$ cat config.mk
export PLATFORM = sky130hd
export DESIGN_NAME = bns_mul
export DESIGN_NICKNAME = d
export VERILOG_FILES = /design/src/rtl/core/bns_mul.sv
export SDC_FILE = /design/constraint.sdc
export NUM_CORES = 2
export LEC_CHECK = 0
export ABC_AREA = 1
export BUFFER_PORTS_ARGS = -buffer_cell sky130_fd_sc_hd__buf_2
export CAP_MARGIN = 25
export CORE_MARGIN = 5
export CORE_UTILIZATION = 60
export DETAILED_ROUTE_END_ITERATION = 16
export PLACE_DENSITY = 0.78
export SLEW_MARGIN = 20
export SYNTH_ARGS = -nofsm -noshare
export SYNTH_HDL_FRONTEND = slang
export SYNTH_SLANG_ARGS = --single-unit
$ cat constraint.sdc
create_clock -name i_clk -period 10.4 [get_ports i_clk]
set_input_delay 0.52 -clock i_clk [delete_from_list [all_inputs] [get_ports i_clk]]
set_output_delay 0.52 -clock i_clk [all_outputs]
set_load 0.01 [all_outputs]
$ cat src/rtl/core/bns_mul.sv
// Shared 64x64 unsigned multiplier, one 32x32 partial product per cycle.
// Depends on nothing; driven by the top-level sequencer.
module bns_mul (
    input  logic          i_clk,
    input  logic          i_rst_n,
    input  logic          i_start,
    input  logic [63:0]   i_a,
    input  logic [63:0]   i_b,
    output logic          o_done,
    output logic [127:0]  o_prod
);
    logic [1:0]   r_step;
    logic         r_busy;
    logic         r_done;
    logic [63:0]  r_a;
    logic [63:0]  r_b;
    logic [127:0] r_acc;
    logic [31:0]  w_x;
    logic [31:0]  w_y;
    logic [63:0]  w_pp;
    logic [127:0] w_sh;

    always_comb begin
        w_x = r_step[0] ? r_a[63:32] : r_a[31:0];
        w_y = r_step[1] ? r_b[63:32] : r_b[31:0];
        w_pp = {32'd0, w_x} * {32'd0, w_y};
        w_sh = {64'd0, w_pp} << ({6'd0, r_step[0]} * 7'd32 + {6'd0, r_step[1]} * 7'd32);
    end

    always_ff @(posedge i_clk) begin
        if (!i_rst_n) begin
            r_busy <= 1'b0;
            r_done <= 1'b0;
            r_step <= 2'd0;
        end else begin
            r_done <= 1'b0;
            if (i_start) begin
                r_busy <= 1'b1;
                r_step <= 2'd0;
                r_a    <= i_a;
                r_b    <= i_b;
                r_acc  <= '0;
            end else if (r_busy) begin
                r_acc  <= r_acc + w_sh;
                r_step <= r_step + 2'd1;
                if (r_step == 2'd3) begin
                    r_busy <= 1'b0;
                    r_done <= 1'b1;
                end
            end
        end
    end

    assign o_done = r_done;
    assign o_prod = r_acc;
endmodule

==> impl_metrics.tcl, run 1 <==
set metrics [dict create \
    synth_top_cells_by_count "1434 x inv_1, 1238 x nor2_1, 1201 x nand2_1, 897 x fa_1, 478 x a21oi_1" \
    ys_ff_latch 260 \
    syn-cell-area_mm2 0.0540 \
    yosys.area.top_type "fa_1" \
    yosysSeqAreaShare 0.144 \
    htree_levels 2 \
    async_reset_ff_frac 0 \
    yosys-top-cells-area "fa_1 33%, edfxtp_1 14%, inv_1 10%, ha_1 9.1%, nor2_1 8.6%" \
    grt_usage 0.679 \
    syn_nets 8507 \
    clock-sinks 260 \
    error "[ERROR GRT-0232] Routing congestion too high. Check the congestion heatmap in the GUI." \
    clockBufferDepth 3 \
    yosysTopAreaCellShare 0.333 \
    row_count 110 \
    dp_slack_ns -0.844 \
    initial_utilization 0.602 \
    status "did not finish" \
    syn_area_per_cell_um2 7.61 \
    place_congestion 1.16 \
    synth_ff_type "edfxtp_1" \
    worstEndpointGrtRepair "o_prod[90]$_SDFFCE_PP0P_/D" \
    grt_max_degree 72 \
    haltStage "global routing (5_1_grt)" \
    cts-root-buf "clkbuf_16" \
    yosysUniqueCellTypes 54 \
    syn-instance-count 7088 \
    cts_buffers 37 \
    die_h_um 310 \
    postCtsHoldBufs 0 \
    die_x_um 310 \
    ys_warn_count 0 \
    dp_hpwl_um 211000 \
    grt.overflow.total 6 \
    synth_most_common_cell "inv_1" \
    worst-ep-kind "register data pin" \
    synth_edf_count 256 \
    io_buffers 259 \
    io_pins 260 \
]
-- metal layers --
metal | GRT overflow | GRT usage
met5 | 0 | 0.221
met4 | 4 | 0.678
met3 | 0 | 0.467
met2 | 2 | 0.876
met1 | 0 | 0.688
-- cells by family after synthesis --
group | Yosys count | synth area share
adders and majority gates | 1288 | 0.423
AOI/OAI and AO/OA | 1049 | 0.104
DFF | 260 | 0.144
xor gates and xnor gates | 42 | 0.00709
and+or+nand+nor | 2751 | 0.203
muxes | 2 | 0.000371
buffers and inverters | 1696 | 0.118
-- through the flow --
| stage | area (µm²) | hold WS [ns] | TNS (ns) | instances |
|---|---|---|---|---|
| after detailed placement | 65800 | 0.492 | -19.35 | 9522 |
| after floorplan | 54000 | 0.481 | 0 | 7088 |
| after global placement | 65800 | 0.488 | -17.27 | 9522 |
| after CTS | 67300 | 0.0478 | -0.0462 | 9601 |
-- timing repair --
| item | 4_1_cts |
|---|---|
| pin swaps | 3 |
| gates resized for setup | 60 |
| setup buffers | 13 |
| setup endpoints to repair | 82 |
==> inputs of run 2 (changes only) <==
CORE_UTILIZATION = 40   (was 60)
PLACE_DENSITY = unset   (was 0.78)
PLACE_DENSITY_LB_ADDON = 0.15   (was unset)
==> impl_metrics.tcl, run 2 <==
set metrics [dict create \
    status "complete, no violations" \
    grt.overflow.total 0 \
    syn_area_per_cell_um2 7.61 \
    dieArea_mm2 0.142 \
    synth_top_cells_by_count "1434 x inv_1, 1238 x nor2_1, 1201 x nand2_1, 897 x fa_1, 478 x a21oi_1" \
    io_buffers 259 \
    wl_per_cell_um 24.5 \
    fin_skew_ns 0.0886 \
    finalNonFillerCells 10367 \
    worstRegToRegCells 47 \
    path_clk_slew_ns 0.06 \
    syn-cell-area_mm2 0.0540 \
    drive_gt1_frac 0.263 \
    cts_tree "yes" \
    layout_common_cells "1416 x inv_1, 1267 x buf_4, 1155 x nand2_1" \
    tightest_slew_ns 1.04 \
    fin_nets 9987 \
    clock_latency_ns 0.67 \
    cp_slowest_stage_delay_ns 0.61 \
    initial_utilization 0.403 \
    critPathKind "flip-flop to flip-flop" \
    ys_ff_latch 260 \
    grt_usage 0.352 \
    placed_area_mm2 0.0678 \
    period_needed_ns 10.19 \
    grt_setup_unrepaired "true" \
    arrival_ns 10.61 \
    crit_cells 47 \
    clockBufferDepth 3 \
    largest_register_ffs 128 \
    drt_iter0_drc 4138 \
    synth_most_common_cell "inv_1" \
    yosysUniqueCellTypes 54 \
    htree_levels 2 \
    finalSetupViolCount 0 \
    drc 0 \
    synth_edf_count 256 \
    antenna_found_initial 6 \
    hold_viol_final 0 \
    dr_total_vias 54173 \
    maxCapViolCount 0 \
    top_layer_used "met4" \
    clock-sinks 260 \
    r2r-start "r_step[1]" \
    via_per_inst 5.23 \
    yosysTopAreaCellShare 0.333 \
    worstPathRequired_ns 10.82 \
    slew-limit-headroom 0.307 \
    startpoint "r_step[1]" \
    die_x_um 377 \
    first_global_vias 56017 \
    hp-start "i_a[5]" \
    slew_violations 0 \
    r2r_slack_ns 0.21 \
    area_delta_synth_final_pct 32.5 \
    dp_cells 10239 \
    routed_wl_um 254000 \
    clock.fmax_mhz 98.1 \
    worst-path-buf-inv 14 \
    ys_warn_count 0 \
    dp_hpwl_um 222000 \
    die_h_um 377 \
    async_reset_ff_frac 0 \
    slowest_stage "fa_1" \
    dr_wl_met3_um 16200 \
    syn_nets 8507 \
    path_max_fanout 8 \
    grt_pass1_wl_um 365000 \
    final_area_mm2 0.0715 \
    synth_ff_type "edfxtp_1" \
    final_common_cell "inv_1" \
    worstHoldEndpoint "r_a[5]" \
    io_pins 260 \
    yosysSeqAreaShare 0.144 \
    hp-class "input port to flip-flop" \
    fin_crit_sh 0.980 \
    cp_top_family "adder cells" \
    dr.pass1.iters 6 \
    yosys-top-cells-area "fa_1 33%, edfxtp_1 14%, inv_1 10%, ha_1 9.1%, nor2_1 8.6%" \
    place_congestion 1.06 \
    grt_max_degree 76 \
    met1Wirelength_um 95400 \
    drtAntennaViolNets 0 \
    cts-root-buf "clkbuf_16" \
    reg2reg_to "o_prod[112]" \
    whs_path_depth 1 \
    syn-instance-count 7088 \
    cp-end-kind "flip-flop" \
    met2_length_um 121000 \
    critPathLaunchType "flip-flop" \
    cts_buffers 39 \
    row_count 134 \
    core_mm2 0.134 \
    yosys.area.top_type "fa_1" \
]
run 2: cell counts after synthesis:
Identical to the previous run, type by type.
run 2: metal layers:
layer	vias up	track usage
li1	24744	-
met1	26624	0.418
met2	2153	0.604
met3	652	0.0486
met4	0	0.219
met5	-	0
run 2: kinds of logic (layout without fill, tap and decap cells):
| logic type | Yosys count | in the layout | share of synthesized area |
|---|---|---|---|
| adder cells (fa/ha/maj) | 1288 | 1288 | 0.423 |
| AO/OA/AOI/OAI | 1049 | 1049 | 0.104 |
| AND/OR/NAND/NOR | 2751 | 2751 | 0.203 |
| buffers and inverters | 1696 | 3206 | 0.118 |
| other | 0 | 1 | 0 |
| multiplexers | 2 | 2 | 0.000371 |
| flip-flops | 260 | 260 | 0.144 |
| XOR/XNOR | 42 | 42 | 0.00709 |
run 2: metrics by stage:
| stage | TNS, ns | hold slack, ns | worst slack, ns | utilization |
|---|---|---|---|---|
| final | 0 | 0.0285 | 0.207 | 0.535 |
| after floorplan | 0 | 0.481 | 1.43 | - |
| after global placement | -10.78 | 0.605 | -0.745 | 0.507 |
| after CTS | -0.0281 | 0.000676 | -0.0178 | 0.518 |
| after global routing | -1.98 | 0.00703 | -0.155 | 0.535 |
| after detailed placement | -10.96 | 0.613 | -0.695 | 0.507 |
run 2: cell type report:
| type | instances | area, µm² |
|---|---|---|
| fill | 13190 | 62300 |
| multi-input combinational | 5132 | 41800 |
| timing repair buffer | 1640 | 12800 |
| sequential | 260 | 7770 |
| inverter | 1494 | 5640 |
| tap | 1768 | 2210 |
| clock buffer | 48 | 1010 |
| clock inverter | 23 | 243 |
| timing repair inverter | 1 | 7.51 |
| antenna | 1 | 2.50 |
run 2: repair_timing:
| item | CTS | global route |
|---|---|---|
| gates cloned | 0 | 4 |
| endpoints found under the hold margin | 2 | 0 |
| resized for setup | 61 | 508 |
| pin swaps | 2 | 60 |
| setup buffers | 3 | 47 |
| endpoints found under the setup margin | 69 | 95 |
| hold buffers | 2 | 0 |
run 2: how the worst max path moves through the flow:
| stage | slack (ns) | end |
|---|---|---|
| detailed placement | -0.70 | o_prod[115] |
| floorplan | 1.43 | o_prod[82] |
| CTS | -0.02 | o_prod[74] |
| global placement | -0.74 | o_prod[74] |
| global route | -0.15 | o_prod[82] |
| finish | 0.21 | o_prod[112] |
run 2: worst register-to-register path, delay by kind of cell (launching register included):
family	cells	cell delay (ns)
AOI/OAI and AO/OA	9	1.84
xor gates and xnor gates	1	0.23
and+or+nand+nor	13	0.90
buffers and inverters	14	1.87
adders and majority gates	10	4.74
DFF	1	0.38
Power of run 2 is left out: the tool's default activity adds up to more than one toggle a clock period on the data nets, which glitch-free logic cannot reach.
